`src/hw/rtl/mme_pkg.sv`:
```
package mme_pkg;

  localparam int unsigned CMD_W   = 2;
  localparam int unsigned IDX_W   = 6;
  localparam int unsigned VAL_W   = 16;
  localparam int unsigned SUM_W   = 38;
  localparam int unsigned PROD_W  = 32;
  localparam int unsigned REG_W   = 7;
  localparam int unsigned REG_IDX_W = 2;
  // Sizes are compared at the width of the largest legal bound (1024).
  localparam int unsigned SIZE_W  = 11;
  // Wide enough for any address of a 1024 x 1024 matrix.
  localparam int unsigned ADDR_W  = 20;

  localparam logic [CMD_W-1:0] CMD_WR_A = 2'd0;
  localparam logic [CMD_W-1:0] CMD_WR_B = 2'd1;
  localparam logic [CMD_W-1:0] CMD_MAC  = 2'd2;

  localparam logic [REG_IDX_W-1:0] REG_ROWS  = 2'd0;
  localparam logic [REG_IDX_W-1:0] REG_INNER = 2'd1;
  localparam logic [REG_IDX_W-1:0] REG_COLS  = 2'd2;

  localparam logic [REG_W-1:0] REG_RESET = 7'd64;

  typedef enum logic [1:0] {
    OP_WR_A,
    OP_WR_B,
    OP_MAC,
    OP_REJECT
  } op_e;

  // Sizes in effect, already clamped to the parameter bounds.
  typedef struct packed {
    logic [SIZE_W-1:0] rows;
    logic [SIZE_W-1:0] inner;
    logic [SIZE_W-1:0] cols;
  } size_t;

  // One classified item as it waits between front and back.
  typedef struct packed {
    op_e               op;
    logic [ADDR_W-1:0] a_addr;
    logic [ADDR_W-1:0] b_addr;
    logic [VAL_W-1:0]  value;
  } job_t;

endpackage

```
`src/hw/rtl/mme_if.sv`:
```
interface mme_in_if import mme_pkg::*; ();
  logic                    valid;
  logic                    ready;
  logic [CMD_W-1:0]        cmd;
  logic [IDX_W-1:0]        row_index;
  logic [IDX_W-1:0]        col_index;
  logic signed [VAL_W-1:0] value;

  modport source (output valid, output cmd, output row_index, output col_index,
                  output value, input ready);
  modport sink   (input valid, input cmd, input row_index, input col_index,
                  input value, output ready);
endinterface


```
`src/hw/rtl/mme_front.sv`:
```
module mme_front import mme_pkg::*; #(
  parameter int unsigned MAX_INNER = 64,
  parameter int unsigned MAX_COLS  = 64
) (
  mme_in_if.sink item_i,
  input  size_t  size_i,
  input  logic   full_i,
  output logic   push_o,
  output job_t   job_o
);

  logic [SIZE_W-1:0] row_w;
  logic [SIZE_W-1:0] col_w;
  logic              row_in_rows;
  logic              row_in_inner;
  logic              col_in_inner;
  logic              col_in_cols;

  assign item_i.ready = !full_i;
  assign push_o       = item_i.valid && !full_i;

  assign row_w = SIZE_W'(item_i.row_index);
  assign col_w = SIZE_W'(item_i.col_index);

  assign row_in_rows  = row_w < size_i.rows;
  assign row_in_inner = row_w < size_i.inner;
  assign col_in_inner = col_w < size_i.inner;
  assign col_in_cols  = col_w < size_i.cols;

  // Classify and form the base addresses; A is row-major over MAX_INNER,
  // B row-major over MAX_COLS.
  always_comb begin
    job_o.value  = item_i.value;
    job_o.a_addr = '0;
    job_o.b_addr = '0;
    job_o.op     = OP_REJECT;
    case (item_i.cmd)
      CMD_WR_A: begin
        job_o.a_addr = ADDR_W'(item_i.row_index) * ADDR_W'(MAX_INNER)
                     + ADDR_W'(item_i.col_index);
        if (row_in_rows && col_in_inner) job_o.op = OP_WR_A;
      end
      CMD_WR_B: begin
        job_o.b_addr = ADDR_W'(item_i.row_index) * ADDR_W'(MAX_COLS)
                     + ADDR_W'(item_i.col_index);
        if (row_in_inner && col_in_cols) job_o.op = OP_WR_B;
      end
      CMD_MAC: begin
        job_o.a_addr = ADDR_W'(item_i.row_index) * ADDR_W'(MAX_INNER);
        job_o.b_addr = ADDR_W'(item_i.col_index);
        if (row_in_rows && col_in_cols) job_o.op = OP_MAC;
      end
      default: job_o.op = OP_REJECT;
    endcase
  end

endmodule

```
`src/flat_wrapper.sv`:
```
// flat-port wrapper written by rule: the top's interface ports become plain ports
module mme_front_flat import mme_pkg::*;
#(
  parameter int unsigned MAX_INNER = 64,
  parameter int unsigned MAX_COLS  = 64
)
  (size_i, full_i, push_o, job_o, item_i_valid, item_i_cmd, item_i_row_index, item_i_col_index, item_i_value, item_i_ready);
  mme_in_if item_i_i ();
  input  size_t size_i;
  input  logic full_i;
  output logic push_o;
  output job_t job_o;
  input wire logic [$bits(item_i_i.valid)-1:0] item_i_valid;
  input wire logic [$bits(item_i_i.cmd)-1:0] item_i_cmd;
  input wire logic [$bits(item_i_i.row_index)-1:0] item_i_row_index;
  input wire logic [$bits(item_i_i.col_index)-1:0] item_i_col_index;
  input wire logic [$bits(item_i_i.value)-1:0] item_i_value;
  output wire logic [$bits(item_i_i.ready)-1:0] item_i_ready;
  assign item_i_i.valid = item_i_valid;
  assign item_i_i.cmd = item_i_cmd;
  assign item_i_i.row_index = item_i_row_index;
  assign item_i_i.col_index = item_i_col_index;
  assign item_i_i.value = item_i_value;
  assign item_i_ready = item_i_i.ready;
  mme_front #(.MAX_INNER(MAX_INNER), .MAX_COLS(MAX_COLS)) u_core (.item_i(item_i_i), .size_i(size_i), .full_i(full_i), .push_o(push_o), .job_o(job_o));
endmodule
```
`config.mk`:
```
export PLATFORM = sky130hd
export DESIGN_NAME = mme_front_flat
export DESIGN_NICKNAME = d
export VERILOG_FILES = /design/src/hw/rtl/mme_pkg.sv /design/src/hw/rtl/mme_if.sv /design/src/hw/rtl/mme_front.sv /design/src/flat_wrapper.sv
export SDC_FILE = /design/constraint.sdc
export NUM_CORES = 1
export LEC_CHECK = 0
export BUFFER_PORTS_ARGS = -buffer_cell sky130_fd_sc_hd__buf_4
export CORE_MARGIN = 2
export CORE_UTILIZATION = 38
export DETAILED_ROUTE_END_ITERATION = 7
export MAX_ROUTING_LAYER = met4
export PLACE_DENSITY = 0.9
export SYNTH_ARGS = -nofsm -noshare
export SYNTH_HDL_FRONTEND = slang
export SYNTH_SLANG_ARGS = --single-unit
```
`constraint.sdc`:
```
create_clock -name vclk -period 2.4
set_input_delay 0.24 -clock vclk [all_inputs]
set_output_delay 0.24 -clock vclk [all_outputs]
set_load 0.005 [all_outputs]
```
Word-level counts from Yosys, hierarchy flattened --
Cells that the tools add are included.
Word-level totals: output and inout port bits 60, memories 0, latch bits 0, input port bits 65, memory bits (read-only) 0, flip-flop bits (word level) 0, RAM bits 0, logic and storage cells 19
Operators by class: $add $sub $neg 1, reduce and logical (&&, ||, !) cells 6, divide/modulo/power cells 0, multipliers 0, $lt $le $gt $ge 4, shifts and indexed selects 0, mux-type cells 6, bitwise logic cells 0, eq/ne operators 2
Operators with widths (count):
- $pmux W20 S2 | 2
- $lt A6 B11 Y1 | 4
- $add A12 B6 Y13 | 1
- $pmux W2 S3 | 1
- $logic_and A1 B1 Y1 | 4
- $mux W2 | 2
- $eq A2 B1 Y1 const B | 1
- $eq A2 B2 Y1 const B | 1
- $logic_not A2 Y1 | 1
- $logic_not A1 Y1 | 1
- $mux W1 | 1

Logic depth before layout (Yosys ltp) --
word-level depth 4, gate-level depth with buffers 7, mapped depth without buffers 7

Worst setup path before layout --
Ideal clock, no wire load.
path type input to output, start point input size_i[24] (netlist name), end point output job_o[56] (netlist name), data arrival time 1.315 ns, stages 7, setup slack 0.845 ns, required time 2.160 ns, buffers on the path 0, path through inv_1 ha_1 nand2_1 o21ai_0 nand4_1 a211o_1 o211ai_1
RTL lines:
- start, declared | line flat_wrapper.sv:9 | input size_t size_i;
- end, declared | line flat_wrapper.sv:12 | output job_t job_o;

==> results.json <==
{
  "outcome": "complete, no violations",
  "nNetsFinal": 296,
  "setup_viol": 0,
  "track_usage_pct": 16.2,
  "syn_area_mm2": 0.00108,
  "p_leak_nw": 0.898,
  "regArea_um2": 0,
  "clock.fmax_mhz": 537,
  "die_w_um": 57.2,
  "routabilityCongestion": 0.770,
  "drt-total-wl_um": 2770,
  "crit_path_start_kind": "primary input",
  "wl_per_cell_um": 11.7,
  "die_area_mm2": 0.00327,
  "p_total_uw": 225,
  "syn_inst": 145,
  "min_path_type": "primary input to primary output",
  "ant_nets": 0,
  "vias": 1118,
  "grt_first_pass_wirelength_um": 4240,
  "cts_setup_buffers": 0,
  "rsz0062_at_grt": "false",
  "drive_gt1_share_pct": 39.5,
  "cp-end-kind": "primary output",
  "arrival_ns": 1.62,
  "crit_type": "primary input to primary output",
  "finalCritPeriodShare_pct": 77.6,
  "slew_violations": 0,
  "grt_pass1_vias": 1005,
  "dp.cells": 236,
  "holdWs_ns": 0.480,
  "design.seq.count": 0,
  "cts_hold_buf": 0,
  "fillCellCount": 292,
  "cp_max_fo": 4,
  "final_cells": 236,
  "drc": 0,
  "port_buffers": 77,
  "grt_max_degree": 10,
  "grt_antenna_before_repair": 0,
  "firstDrtPassIters": 4,
  "synth_area_per_cell_um2": 7.42,
  "ys_warn_count": 0,
  "setup_ws_ns": 0.538,
  "initial_core_util_pct": 39.4,
  "layout_common_cells": "buf_4 (77), ha_1 (24), inv_1 (21), conb_1 (16), and2_1 (12)",
  "p_per_area_mw_per_mm2": 149,
  "n_antenna_cell": 0,
  "dpl.hpwl_um": 2500,
  "n_clock_buffer": 0,
  "cp.required_ns": 2.16,
  "cp-startpoint": "item_i_row_index[2]",
  "dpl_worst_slack_ns": 0.530,
  "multi_input_area_um2": 813,
  "drtIter0Drc": 15,
  "grt_overflow": 0,
  "yosysSeqAreaShare_pct": 0,
  "tns_ns": 0,
  "cts-resized-gates": 0,
  "die_y_um": 57.2,
  "finish.utilization_pct": 55.2,
  "layout-area-overhead-vs-synth_pct": 40.2,
  "cap_violations": 0,
  "period_needed_ns": 1.86,
  "synthDistinctLibCells": 30,
  "rows": 19,
  "finalInstanceArea_mm2": 0.00151,
  "core_mm2": 0.00273,
  "ios": 125,
  "hold_viol": 0,
  "layout_commonest_cell": "buf_4",
  "viasPerCell": 4.74,
  "hold_start": "item_i_value[11]",
  "placed_cell_area_mm2": 0.00151,
  "peakVddDrop_mv": 0.0854
}
-- cells by family after synthesis --
family / after synthesis / share of synthesized area, %
other: 1 / 0.349
buffers and inverters: 53 / 29.7
and+or+nand+nor: 41 / 22.9
adders and majority gates: 24 / 27.9
AOI/OAI and AO/OA: 26 / 19.2
-- Yosys cell counts --
master      n  share of area (%)
nor2b_1     8                4.7
nand3_1     1               0.46
ha_1       24                 28
nand4_1     1               0.58
o21ai_0     4                1.9
a2111oi_0   2                1.6
inv_1      21                7.3
nor2_1      3                1.0
o211a_1     1               0.93
a31oi_1     1               0.58
o221ai_2    1                1.4
or4_1       1               0.70
o211ai_1    1               0.70
a211o_1     1               0.81
a2111oi_4   1                2.6
a21o_1      2                1.4
nand2b_1    4                2.3
and2_1     12                7.0
o21a_1      2                1.4
conb_1      1               0.35
or3_4       1                1.0
o2111ai_1   1               0.81
and3_1      6                3.5
nand2_1     2               0.70
a211oi_1    1               0.70
o21ai_1     3                1.4
buf_4      32                 22
nor3_1      2               0.93
a22oi_2     1                1.2
a21oi_1     4                1.9
-- where the power goes --
| group | internal, mW | leakage (nW) | switching [mW] |
|---|---|---|---|
| logic | 0.127 | 0.898 | 0.0973 |
| clock network | 0 | 0 | 0 |
| registers | 0 | 0 | 0 |
| total | 0.127 | 0.898 | 0.0973 |
-- routing by layer --
layer | up-vias | share of wire (%) | GRT usage (%)
li1 | 562 | - | -
met1 | 483 | 37 | 18.0
met2 | 71 | 51 | 31.4
met3 | 2 | 11 | 2.72
met4 | 0 | 0.29 | 0.664
met5 | - | 0 | -
-- worst max-delay path: stages --
cell	delay, ns
buf_4	0.12
ha_1	0.29
nand2_1	0.05
o21ai_0	0.14
nand4_1	0.12
a211o_1	0.34
o211ai_1	0.18
buf_4	0.14
-- cell type report --
class / count / area share [%]
multi-input combinational: 107 / 53.9
inverter: 21 / 5.22
timing repair buffer: 77 / 38.3
tap: 31 / 2.57
-- worst paths after layout --
check,slack [ns],cells past startpoint,to
setup / recovery,0.54,8,job_o[56]
hold / removal,0.48,0,job_o[11]
(Power assumes the default switching activity.)
