$ cat config.mk
export PLATFORM = sky130hd
export DESIGN_NAME = mme_fifo
export DESIGN_NICKNAME = d
export VERILOG_FILES = /design/src/hw/rtl/mme_pkg.sv /design/src/hw/rtl/mme_fifo.sv
export SDC_FILE = /design/constraint.sdc
export NUM_CORES = 1
export LEC_CHECK = 0
export ABC_CLOCK_PERIOD_IN_PS = 5400
export BUFFER_PORTS_ARGS = -buffer_cell sky130_fd_sc_hd__buf_2
export CORE_MARGIN = 1.5
export CORE_UTILIZATION = 56
export DETAILED_ROUTE_END_ITERATION = 6
export PLACE_DENSITY = 0.85
export RECOVER_POWER = 25
export SETUP_SLACK_MARGIN = 0.02
export SYNTH_ARGS = -nofsm -noshare
export SYNTH_HDL_FRONTEND = slang
export SYNTH_SLANG_ARGS = --single-unit
$ cat constraint.sdc
create_clock -name clk_i -period 5.4 [get_ports clk_i]
set_input_delay 1.08 -clock clk_i [delete_from_list [all_inputs] [get_ports clk_i]]
set_output_delay 1.08 -clock clk_i [all_outputs]
set_load 0.02 [all_outputs]
$ cat src/hw/rtl/mme_pkg.sv
package mme_pkg;

  localparam int unsigned CMD_W   = 2;
  localparam int unsigned IDX_W   = 6;
  localparam int unsigned VAL_W   = 16;
  localparam int unsigned SUM_W   = 38;
  localparam int unsigned PROD_W  = 32;
  localparam int unsigned REG_W   = 7;
  localparam int unsigned REG_IDX_W = 2;
  // Sizes are compared at the width of the largest legal bound (1024).
  localparam int unsigned SIZE_W  = 11;
  // Wide enough for any address of a 1024 x 1024 matrix.
  localparam int unsigned ADDR_W  = 20;

  localparam logic [CMD_W-1:0] CMD_WR_A = 2'd0;
  localparam logic [CMD_W-1:0] CMD_WR_B = 2'd1;
  localparam logic [CMD_W-1:0] CMD_MAC  = 2'd2;

  localparam logic [REG_IDX_W-1:0] REG_ROWS  = 2'd0;
  localparam logic [REG_IDX_W-1:0] REG_INNER = 2'd1;
  localparam logic [REG_IDX_W-1:0] REG_COLS  = 2'd2;

  localparam logic [REG_W-1:0] REG_RESET = 7'd64;

  typedef enum logic [1:0] {
    OP_WR_A,
    OP_WR_B,
    OP_MAC,
    OP_REJECT
  } op_e;

  // Sizes in effect, already clamped to the parameter bounds.
  typedef struct packed {
    logic [SIZE_W-1:0] rows;
    logic [SIZE_W-1:0] inner;
    logic [SIZE_W-1:0] cols;
  } size_t;

  // One classified item as it waits between front and back.
  typedef struct packed {
    op_e               op;
    logic [ADDR_W-1:0] a_addr;
    logic [ADDR_W-1:0] b_addr;
    logic [VAL_W-1:0]  value;
  } job_t;

endpackage

$ cat src/hw/rtl/mme_fifo.sv
module mme_fifo import mme_pkg::*; (
  input  logic clk_i,
  input  logic rst_ni,
  input  logic push_i,
  input  job_t job_i,
  input  logic pop_i,
  output job_t job_o,
  output logic full_o,
  output logic empty_o
);

  job_t       slot_q [2];
  logic       wr_ptr_q;
  logic       rd_ptr_q;
  logic [1:0] count_q;

  assign full_o  = count_q == 2'd2;
  assign empty_o = count_q == 2'd0;
  assign job_o   = slot_q[rd_ptr_q];

  always_ff @(posedge clk_i) begin
    if (push_i) begin
      slot_q[wr_ptr_q] <= job_i;
    end
  end

  always_ff @(posedge clk_i or negedge rst_ni) begin
    if (!rst_ni) begin
      wr_ptr_q <= 1'b0;
      rd_ptr_q <= 1'b0;
      count_q  <= 2'd0;
    end else begin
      if (push_i) wr_ptr_q <= !wr_ptr_q;
      if (pop_i)  rd_ptr_q <= !rd_ptr_q;
      if (push_i && !pop_i) begin
        count_q <= count_q + 2'd1;
      end else if (pop_i && !push_i) begin
        count_q <= count_q - 2'd1;
      end
    end
  end

endmodule

== Yosys cells after proc, flatten, opt, wreduce, memory -nomap -nowiden ==
Memories as Yosys holds them, arrays and structs flattened.
Index checks and enable logic that the tools add are counted.

* Flip-flop bits (word level): 4
* Bits in latches: 0
* RAM bits: 116
* ROM bits: 0
* Bits of input ports: 62
* Output and inout port bits: 60
* Word-level logic and storage cells: 19
* Memories: 1

{| class="wikitable"
|+ Memory list
! memory !! depth !! bits a word !! rd ports !! clocked after memory_dff !! write ports !! RTL line !! text
|-
| slot_q || 2 || 58 || 1 || 0 || 1 || mme_fifo.sv:12 || <nowiki>job_t slot_q [2];</nowiki>
|}

* $add $sub $neg: 2
* Multipliers: 0
* Div/mod/pow operators: 0
* $lt $le $gt $ge: 0
* Equality and inequality tests: 1
* Shift operators: 0
* Muxes and demuxes: 4
* Bitwise gates (word level): 0
* Reduce and logical (&&, ||, !) cells: 8

{| class="wikitable"
|+ Operator list
! cell !! number
|-
| $logic_not A1 Y1 || 4
|-
| $mux W2 || 2
|-
| $add A2 B1 Y2 const B || 1
|-
| $eq A2 B2 Y1 const B || 1
|-
| $logic_and A1 B1 Y1 || 2
|-
| $logic_not A2 Y1 || 1
|-
| $mux W1 || 2
|-
| $reduce_bool A2 Y1 || 1
|-
| $sub A2 B1 Y2 const B || 1
|}

== Longest topological paths before layout ==
Gate-level depths: netlist of run 1.

* Word-level depth: 4
* Gate-level depth with buffers: 5
* Gate-level depth less buffers: 5

== Least setup slack after synthesis of run 1 ==
No wires, ideal clock.

* Path type: input -> register
* Start: input push_i
* End: memory slot_q[0][0] (netlist name), enable pin
* Setup time: 481 ps
* Arrival time: 3638 ps
* Data required time: 4919 ps
* Path slack: 1281 ps
* Stages: 1
* Buffers on the path: 0
* Path through: nor2b_1

* Word-level cells in the longest chain between the ends: 2

{| class="wikitable"
|+ RTL lines
! item !! RTL line !! text
|-
| from (decl) || mme_fifo.sv:4 || <nowiki>input logic push_i,</nowiki>
|-
| $mux W1 || mme_fifo.sv:22 || <nowiki>if (push_i) begin</nowiki>
|-
| $mux W1 (not written as such) || mme_fifo.sv:23 || <nowiki>slot_q[wr_ptr_q] <= job_i;</nowiki>
|-
| to (decl) || mme_fifo.sv:12 ||
|}

No other way between the ends.

==> impl_metrics.json, run 1 <==
{
  "status": "finished clean",
  "synth_cell_types": 14,
  "hold_viol": 0,
  "n_antenna_cell": 0,
  "grtUsageTotal_pct": 18.06,
  "antenna_found_initial": 0,
  "ctsResizeCount": 0,
  "wl_met3_um": 409,
  "skew_ps": 9.771,
  "start_util_pct": 57.47,
  "die_y_um": 91.82,
  "fin_crit_ps": 3447,
  "rsz0062_at_grt": "false",
  "slew_headroom_pct": 47.83,
  "hp-class": "input pin to asynchronous set/reset pin",
  "worstSetupPathType": "flip-flop to output pin",
  "wl_mm": 7.207,
  "clock-root-buffer": "clkbuf_8",
  "worst_slew_pin_slew_ps": 780.9,
  "startpoint_type": "flip-flop",
  "cts_tree": "yes",
  "wl_met2_mm": 3.729,
  "clk_path_buf_depth": 2,
  "post-route-period-util_pct": 63.83,
  "fin_tns_setup_ps": 0,
  "core_area_mm2": 0.007687,
  "final_antenna_net_count": 0,
  "p_leak_uw": 0.002239,
  "die_w_um": 91.82,
  "cts_sinks": 120,
  "synth_nets": 260,
  "cp.arrival_ps": 2370,
  "hold_buffers": 0,
  "grt_pass1_vias": 2359,
  "crit_path_end_kind": "output pin",
  "fmax_mhz": 290.1,
  "cp_max_fo": 37,
  "drv_cap": 0,
  "setup_viol": 0,
  "grt_max_degree": 38,
  "post_cts_buffers": 0,
  "cts_made_buffers": 17,
  "fin_nets": 396,
  "report.final.slew_viol_count": 0,
  "grt-ovfl-total": 0,
  "clk_pin_slew_ps": 50,
  "drt_first_pass_iters": 4,
  "yosysWarnings": 0,
  "peakVddDrop_v": 0.0003582,
  "drive_gt1_share_pct": 60.98,
  "areaGrowthSynthToFinish_pct": 30.05,
  "highest_layer": "met4",
  "grt_pass1_wl_mm": 11.12,
  "drt_iter0_drc": 56,
  "yosysSeqAreaShare_pct": 81.11,
  "crit_required_ps": 4320,
  "p_per_area_mw_per_mm2": 590.6,
  "boundaryPins": 122,
  "portBuffers": 121,
  "syn_inst": 197,
  "avgSynthCellArea_um2": 22.43,
  "wl_met1_mm": 3.043,
  "post_drt_wl_per_cell_um": 16.09,
  "fin_area_mm2": 0.005746,
  "ys_seq_elements": 120,
  "drc": 0,
  "netlist_area_mm2": 0.004418,
  "dpl.hpwl_mm": 4.609,
  "die_area_mm2": 0.008431,
  "cts-htree-levels": 4,
  "via_per_inst": 5.002,
  "place_congestion": 0.6583,
  "rows": 32,
  "worstSkewPairLatency_ps": 500,
  "placed_area_mm2": 0.005126,
  "via_count": 2241
}
==> critical path: stages, from the launching register on <==
cell and delay (ps):
dfrtp_2 740, buf_4 530, mux2_2 410, buf_2 160
==> final timing paths <==
kind                       startpoint  slack, ps  cells after the start       endpoint
max in group asynchronous      rst_ni       4750                      1       rd_ptr_q
min in group clk_i         count_q[1]        510                      1     count_q[1]
min reg2reg                count_q[1]        510                      1     count_q[1]
min                            rst_ni        420                      1     count_q[1]
max reg2reg                  wr_ptr_q       3450                      2  slot_q[0][32]
max                          rd_ptr_q       1950                      3       job_o[8]
==> power breakdown <==
part / internal (uW) / switching [uW] / total, uW / leakage (uW)
combinational: 381 / 527 / 908 / 0.000805
sequential: 1240 / 86.6 / 1330 / 0.00113
clock: 790 / 369 / 1160 / 0.000300
==> stage by stage <==
stage | power (uW) | setup WS (ps) | util [%] | hold WS [ps] | std cells
2_1_floorplan | 2010 | 1281 | - | 455.5 | 197
3_3_place_gp | 2246 | 2434 | 66.68 | 475.4 | 416
3_5_place_dp | 2268 | 2417 | 66.68 | 480.8 | 416
4_1_cts | 3437 | 1885 | 74.79 | 364.1 | 448
5_1_grt | 3535 | 1812 | 74.74 | 427.7 | 448
6_report | 3393 | 1953 | 74.74 | 418.4 | 448
==> layer usage <==
layer / vias to the layer above / global-route usage (%)
met2: 89 / 30.66
li1: 1054 / -
met3: 3 / 6.716
met1: 1095 / 21.29
met4: 0 / 6.154
met5: - / 0
==> sequential cells by signal, summed over array words and instances (netlist names) <==
register / flops
count_q: 2
rd_ptr_q: 1
slot_q: 116
wr_ptr_q: 1
==> synthesized netlist by cell type <==
cell      count  share of area (%)
ha_1          1               0.28
buf_6         2               0.51
mux2_2       48                 12
xnor2_1       1               0.20
nor2b_1       2               0.28
dfrtp_1       4                2.3
and2_1        1               0.14
inv_1         1              0.085
nor2_1        2               0.17
xor2_1        4               0.79
edfxtp_1    116                 79
buf_8         1               0.34
buf_2         4               0.45
mux2_4       10                3.4
==> layout make-up <==
| type | instances | area, um2 |
|---|---|---|
| clock buffer | 18 | 417.9 |
| clock inverter | 14 | 205.2 |
| fill | 484 | 1942 |
| inverter | 1 | 3.754 |
| multi-input combinational | 69 | 782.0 |
| sequential | 120 | 3585 |
| tap | 102 | 127.6 |
| timing repair buffer | 124 | 624.3 |
==> layout by cell type, fill, tap and decap left out <==
| cell | synthesis | layout |
|---|---|---|
| clkbuf_8 | 0 | 1 |
| edfxtp_1 | 116 | 116 |
| buf_4 | 0 | 3 |
| nor2b_4 | 0 | 1 |
| inv_1 | 1 | 1 |
| mux2_2 | 48 | 48 |
| dfrtp_2 | 0 | 1 |
| ha_1 | 1 | 1 |
| clkbuf_1 | 0 | 4 |
| nor2_1 | 2 | 2 |
| mux2_4 | 10 | 10 |
| and2_2 | 0 | 1 |
| clkinv_2 | 0 | 3 |
| clkinvlp_4 | 0 | 2 |
| buf_2 | 4 | 118 |
| clkinv_4 | 0 | 2 |
| clkinv_1 | 0 | 2 |
| nor2b_1 | 2 | 1 |
| dfrtp_1 | 4 | 3 |
| xnor2_1 | 1 | 1 |
| xor2_1 | 4 | 4 |
| bufinv_16 | 0 | 5 |
| clkbuf_16 | 0 | 16 |
==> cell families after synthesis <==
group	after synthesis	synth area share (%)
XOR/XNOR	5	0.9912
adder cells (fa/ha/maj)	1	0.2832
buffers and inverters	8	1.388
flip-flops	120	81.11
multiplexers	58	15.63
AND/OR/NAND/NOR	5	0.5948
Note: power is estimated with default switching activity, not from simulation.
==> run 2: changes to the inputs <==
--- a/config.mk
+++ b/config.mk
@@ -5,12 +5,13 @@
 export SDC_FILE = /design/constraint.sdc
 export NUM_CORES = 1
 export LEC_CHECK = 0
-export ABC_CLOCK_PERIOD_IN_PS = 5400
+export ABC_AREA = 1
+export ABC_CLOCK_PERIOD_IN_PS = 3300
 export BUFFER_PORTS_ARGS = -buffer_cell sky130_fd_sc_hd__buf_2
 export CORE_MARGIN = 1.5
-export CORE_UTILIZATION = 56
+export CORE_UTILIZATION = 52
 export DETAILED_ROUTE_END_ITERATION = 6
-export PLACE_DENSITY = 0.85
+export PLACE_DENSITY = 0.79
 export RECOVER_POWER = 25
 export SETUP_SLACK_MARGIN = 0.02
 export SYNTH_ARGS = -nofsm -noshare
==> constraint.sdc (replaced) <==
create_clock -name clk_i -period 3.3 [get_ports clk_i]
set_input_delay 0.66 -clock clk_i [delete_from_list [all_inputs] [get_ports clk_i]]
set_output_delay 0.66 -clock clk_i [all_outputs]
set_load 0.02 [all_outputs]
==> impl_metrics.json, run 2 <==
{
  "whs_ps": 360.5,
  "n_antenna_cell": 0,
  "min_path_cells": 1,
  "clk_path_buf_depth": 2,
  "cts_sinks": 120,
  "final_cell_mix": "edfxtp_1 (116), buf_2 (109), mux2_2 (48)",
  "startpoint_type": "flip-flop",
  "fillers": 566,
  "worstSkewPairLatency_ps": 490,
  "clk_pin_slew_ps": 50,
  "finalPower_uw": 5353,
  "grtUsageTotal_pct": 17.10,
  "pre_cts_ws_ps": 1283,
  "syn_inst": 206,
  "grt-ovfl-total": 0,
  "placed_area_mm2": 0.005176,
  "core_area_mm2": 0.008258,
  "crit_required_ps": 2640,
  "report.final.slew_viol_count": 0,
  "crit_path_end_kind": "output pin",
  "rr_worst_depth": 3,
  "ys.flop_type": "edfxtp_1",
  "yosysWarnings": 0,
  "cp.arrival_ps": 1870,
  "portBuffers": 121,
  "ys_seq_elements": 120,
  "drv_cap": 0,
  "die_w_um": 95.39,
  "synth-async-reset-ratio_pct": 3.333,
  "fin_crit_ps": 2530,
  "ctsResizeCount": 0,
  "cpLargestDelayFamily": "buffers and inverters",
  "grt_max_degree": 38,
  "slew_headroom_pct": 56.06,
  "fin_area_mm2": 0.005719,
  "synthTopCellsByArea": "edfxtp_1 (78%), mux2_2 (12%), mux2_4 (3.4%)",
  "largest_register": "slot_q",
  "drc": 0,
  "post_cts_buffers": 0,
  "via_count": 2279,
  "synth.top_cell.area_share_pct": 78.49,
  "wl_mm": 7.479,
  "slowest_delay_ps": 410,
  "seq_area_mm2": 0.003585,
  "cts_made_buffers": 17,
  "drt_iter0_drc": 56,
  "crit_chain": "buf_4 -> mux2_2 -> buf_2",
  "synth.most_common_cell": "edfxtp_1",
  "fmax_mhz": 395.2,
  "rsz0062_at_grt": "false",
  "synth_edf_count": 116,
  "yosys.area.top_type": "edfxtp_1",
  "synth_nets": 269,
  "worstHoldStart": "job_i[16]",
  "largest_registers": "slot_q: 116 flops, count_q: 2 flops",
  "netlist_area_mm2": 0.004438,
  "grt_pass1_vias": 2305,
  "place_congestion": 0.6986,
  "yosysSeqAreaShare_pct": 80.74,
  "rrSetupSlack_ps": 1670,
  "cts_tree": "yes",
  "largest_register_ffs": 116,
  "hold_viol": 0,
  "boundaryPins": 122,
  "die_y_um": 95.39,
  "hp-class": "input pin to flip-flop",
  "cp_slowest_cell": "buf_4",
  "reg2reg_from": "wr_ptr_q",
  "worst_slew_pin_slew_ps": 658.2,
  "multi_input_area_um2": 778.2,
  "synth_common_cells": "edfxtp_1 (116), mux2_2 (48), mux2_4 (10), inv_1 (7), nand2_1 (5)",
  "setup_viol": 0,
  "worstSetupPathType": "flip-flop to output pin",
  "cp_max_fo": 37,
  "antenna_found_initial": 0,
  "worst-path-buf-inv": 2,
  "synth_cell_types": 15,
  "post_drt_wl_per_cell_um": 16.15,
  "fin_nets": 408,
  "avgSynthCellArea_um2": 21.54,
  "peakVddDrop_v": 0.0005817,
  "timing.rr.end": "slot_q[1][43]",
  "post-route-period-util_pct": 76.68,
  "areaGrowthSynthToFinish_pct": 28.87,
  "via_per_inst": 4.922,
  "start_util_pct": 53.74,
  "drt_first_pass_iters": 4,
  "die_area_mm2": 0.009098,
  "mostFrequentLayoutCell": "edfxtp_1",
  "p_per_area_mw_per_mm2": 935.9,
  "status": "finished clean",
  "final_antenna_net_count": 0,
  "hold_buffers": 1,
  "rows": 33,
  "grt_pass1_wl_mm": 11.10,
  "min_to": "slot_q[1][16]",
  "p_leak_uw": 0.002220,
  "worst_slack_ps": 769.7,
  "skew_ps": 6.327,
  "fin_tns_setup_ps": 0,
  "cts-htree-levels": 4,
  "drive_gt1_share_pct": 56.42,
  "dpl.hpwl_mm": 4.782,
  "clock-root-buffer": "clkbuf_8"
}
-- run 2: changes by cell type in the layout (fill, tap and decap cells not counted), sizes merged, moves of 3 or more --
cell,previous run,this run
buf,121,114
nand2,0,5
inv,1,8
bufinv,5,2
clkbuf,21,29
-- run 2: worst register-to-register path, cell delays in order, from the launching register on --
cell and delay (ps):
dfrtp_1 440, nand2_1 90, inv_2 490, buf_12 310
-- run 2: cell families after synthesis --
| kind of cell | count (synthesis) | share of synthesized area, % |
|---|---|---|
| mux | 58 | 15.56 |
| buf+inv | 14 | 1.889 |
| fa+ha+maj | 1 | 0.2819 |
| xor+xnor | 3 | 0.5922 |
| simple gates | 10 | 0.9304 |
| flops | 120 | 80.74 |
-- run 2: final cells by class --
type	instances	share of cell area, %
Clock buffer	17	7.241
Clock inverter	15	2.341
Inverter	7	0.4594
Multi-Input combinational cell	72	13.61
Sequential cell	120	62.68
Tap cell	105	2.297
Timing Repair Buffer	127	11.38
-- run 2: metrics by stage --
step	util (%)	cells
3_5_place_dp	62.68	430
6_report	69.26	463
4_1_cts	69.44	463
2_1_floorplan	-	206
5_1_grt	69.26	463
3_3_place_gp	62.68	430
-- run 2: routing by layer --
metal  global-route usage (%)  up-vias  wire (um)
met5                        0        -          0
met4                    5.147        0          0
met3                    6.459        0        519
met2                    28.37       89       3818
met1                    20.90     1101       3141
li1                         -     1089          -
-- run 2: worst max-delay path by stage --
stage	from	to	slack, ps	cells after the start
floorplan	push_i	slot_q[0][0]	690	2
global placement	rd_ptr_q	job_o[18]	1290	3
detailed placement	push_i	slot_q[1][48]	1280	4
CTS	rd_ptr_q	job_o[49]	750	3
global route	rd_ptr_q	job_o[49]	680	3
finish	rd_ptr_q	job_o[13]	770	3
-- run 2: report_power, final --
part	switching, uW	internal, uW
Clock	604	1060
Sequential	86.4	2030
Combinational	936	642
Total	1630	3730
==> run 3: changes to the inputs <==
--- a/config.mk
+++ b/config.mk
@@ -6,7 +6,7 @@
 export NUM_CORES = 1
 export LEC_CHECK = 0
 export ABC_AREA = 1
-export ABC_CLOCK_PERIOD_IN_PS = 3300
+export ABC_CLOCK_PERIOD_IN_PS = 2500
 export BUFFER_PORTS_ARGS = -buffer_cell sky130_fd_sc_hd__buf_2
 export CORE_MARGIN = 1.5
 export CORE_UTILIZATION = 52
==> constraint.sdc (replaced) <==
create_clock -name clk_i -period 2.5 [get_ports clk_i]
set_input_delay 0.5 -clock clk_i [delete_from_list [all_inputs] [get_ports clk_i]]
set_output_delay 0.5 -clock clk_i [all_outputs]
set_load 0.02 [all_outputs]
==> impl_metrics.json, run 3 (same netlist as run 2, synthesis figures left out) <==
{
  "hold_viol": 0,
  "rrSetupSlack_ps": 1010,
  "hold_buffers": 1,
  "cts-htree-levels": 4,
  "place_congestion": 0.6707,
  "skew_ps": 10.26,
  "fin_crit_ps": 2347,
  "wl_mm": 7.658,
  "clk_path_buf_depth": 2,
  "largest_register": "slot_q",
  "worstSkewPairLatency_ps": 510,
  "start_util_pct": 53.74,
  "drt_first_pass_iters": 4,
  "fmax_mhz": 426.0,
  "power.share.sequential_pct": 38.1,
  "clk_pin_slew_ps": 60,
  "dpl.hpwl_mm": 4.904,
  "worst_slew_pin_slew_ps": 485.4,
  "grt_max_degree": 37,
  "post-route-period-util_pct": 93.89,
  "p_leak_uw": 0.002253,
  "fin_nets": 409,
  "worst_slack_ps": 152.8,
  "slew_headroom_pct": 67.59,
  "startpoint_type": "flip-flop",
  "power_switching_uw": 2181,
  "grtUsageTotal_pct": 17.36,
  "drc": 0,
  "peakVddDrop_v": 0.0006579,
  "power_frac_clock_pct": 33.2,
  "boundaryPins": 122,
  "pre_cts_ws_ps": 647.0,
  "antenna_found_initial": 0,
  "drt_iter0_drc": 93,
  "drv_cap": 0,
  "drive_gt1_share_pct": 57.98,
  "hp-class": "input pin to flip-flop",
  "fin_area_mm2": 0.005774,
  "die_w_um": 95.39,
  "largest_registers": "slot_q: 116 flops, count_q: 2 flops",
  "via_count": 2297,
  "largest_register_ffs": 116,
  "cts_tree": "yes",
  "cp_max_fo": 36,
  "rsz0062_at_grt": "false",
  "final_cell_mix": "edfxtp_1 (116), buf_2 (110), mux2_2 (48)",
  "clock-root-buffer": "clkbuf_8",
  "report.final.slew_viol_count": 0,
  "worstSetupPathType": "flip-flop to output pin",
  "grt_pass1_vias": 2378,
  "placed_area_mm2": 0.005184,
  "grt-ovfl-total": 0,
  "status": "finished clean",
  "post_drt_wl_per_cell_um": 16.58,
  "post_cts_buffers": 0,
  "setup_viol": 0,
  "p_per_area_mw_per_mm2": 1266,
  "core_area_mm2": 0.008258,
  "cp.arrival_ps": 1850,
  "n_antenna_cell": 0,
  "rows": 33,
  "fin_tns_setup_ps": 0,
  "via_per_inst": 4.972,
  "cts_made_buffers": 17,
  "crit_required_ps": 2000,
  "die_area_mm2": 0.009098,
  "areaGrowthSynthToFinish_pct": 30.11,
  "portBuffers": 121,
  "crit_path_end_kind": "output pin",
  "p_int_uw": 5127,
  "final_antenna_net_count": 0,
  "cts_sinks": 120,
  "comb_power_share_pct": 28.7,
  "switching_share_pct": 29.85,
  "grt_pass1_wl_mm": 11.21,
  "die_y_um": 95.39,
  "ctsResizeCount": 0,
  "mostFrequentLayoutCell": "edfxtp_1"
}
## run 3: worst paths after layout
check	cells past startpoint	startpoint	endpoint
worst min-delay path	1	job_i[41]	slot_q[0][41]
worst max register to register	3	wr_ptr_q	slot_q[1][44]
worst max-delay path	3	rd_ptr_q	job_o[5]
worst min register to register	2	count_q[1]	count_q[1]
min in group asynchronous	2	rst_ni	count_q[0]
max in group asynchronous	2	rst_ni	rd_ptr_q
## run 3: stage by stage
stage          power [uW]  utilization, %  hold WS [ps]  cells
6_report             7308           69.92         181.8    462
5_1_grt              7616           69.92         159.6    462
4_1_cts              7393           70.09         160.8    462
3_5_place_dp         4958           62.77         313.2    431
3_3_place_gp         4901           62.77         310.1    431
2_1_floorplan        4338               -         204.4    206
## run 3: cell type report
type,count,area [um2]
Clock buffer,17,414.1
Clock inverter,13,180.2
Fill cell,553,2484
Inverter,7,26.28
Multi-Input combinational cell,72,778.2
Sequential cell,120,3585
Tap cell,105,131.4
Timing Repair Buffer,128,659.4
## run 3: power by group through the flow
stage / Sequential (uW) / Combinational [uW] / Clock, uW
floorplan: 2800 / 1540 / 0
global placement: 2790 / 2110 / 0
detailed placement: 2830 / 2130 / 0
CTS: 2790 / 2140 / 2470
global route: 2820 / 2250 / 2550
finish: 2790 / 2100 / 2430
## run 3: metal layers
layer  wire length, um  vias up  global-route usage, %
li1                  -     1075                      -
met1              2980     1120                  19.73
met2              4041       90                  29.37
met3               554       12                  5.821
met4                80        0                  8.456
met5                 0        -                      0
## run 3: worst max-delay path, stage by stage (launching register included)
cell and delay, ps:
dfrtp_2 360, buf_4 420, mux2_2 400, buf_2 170
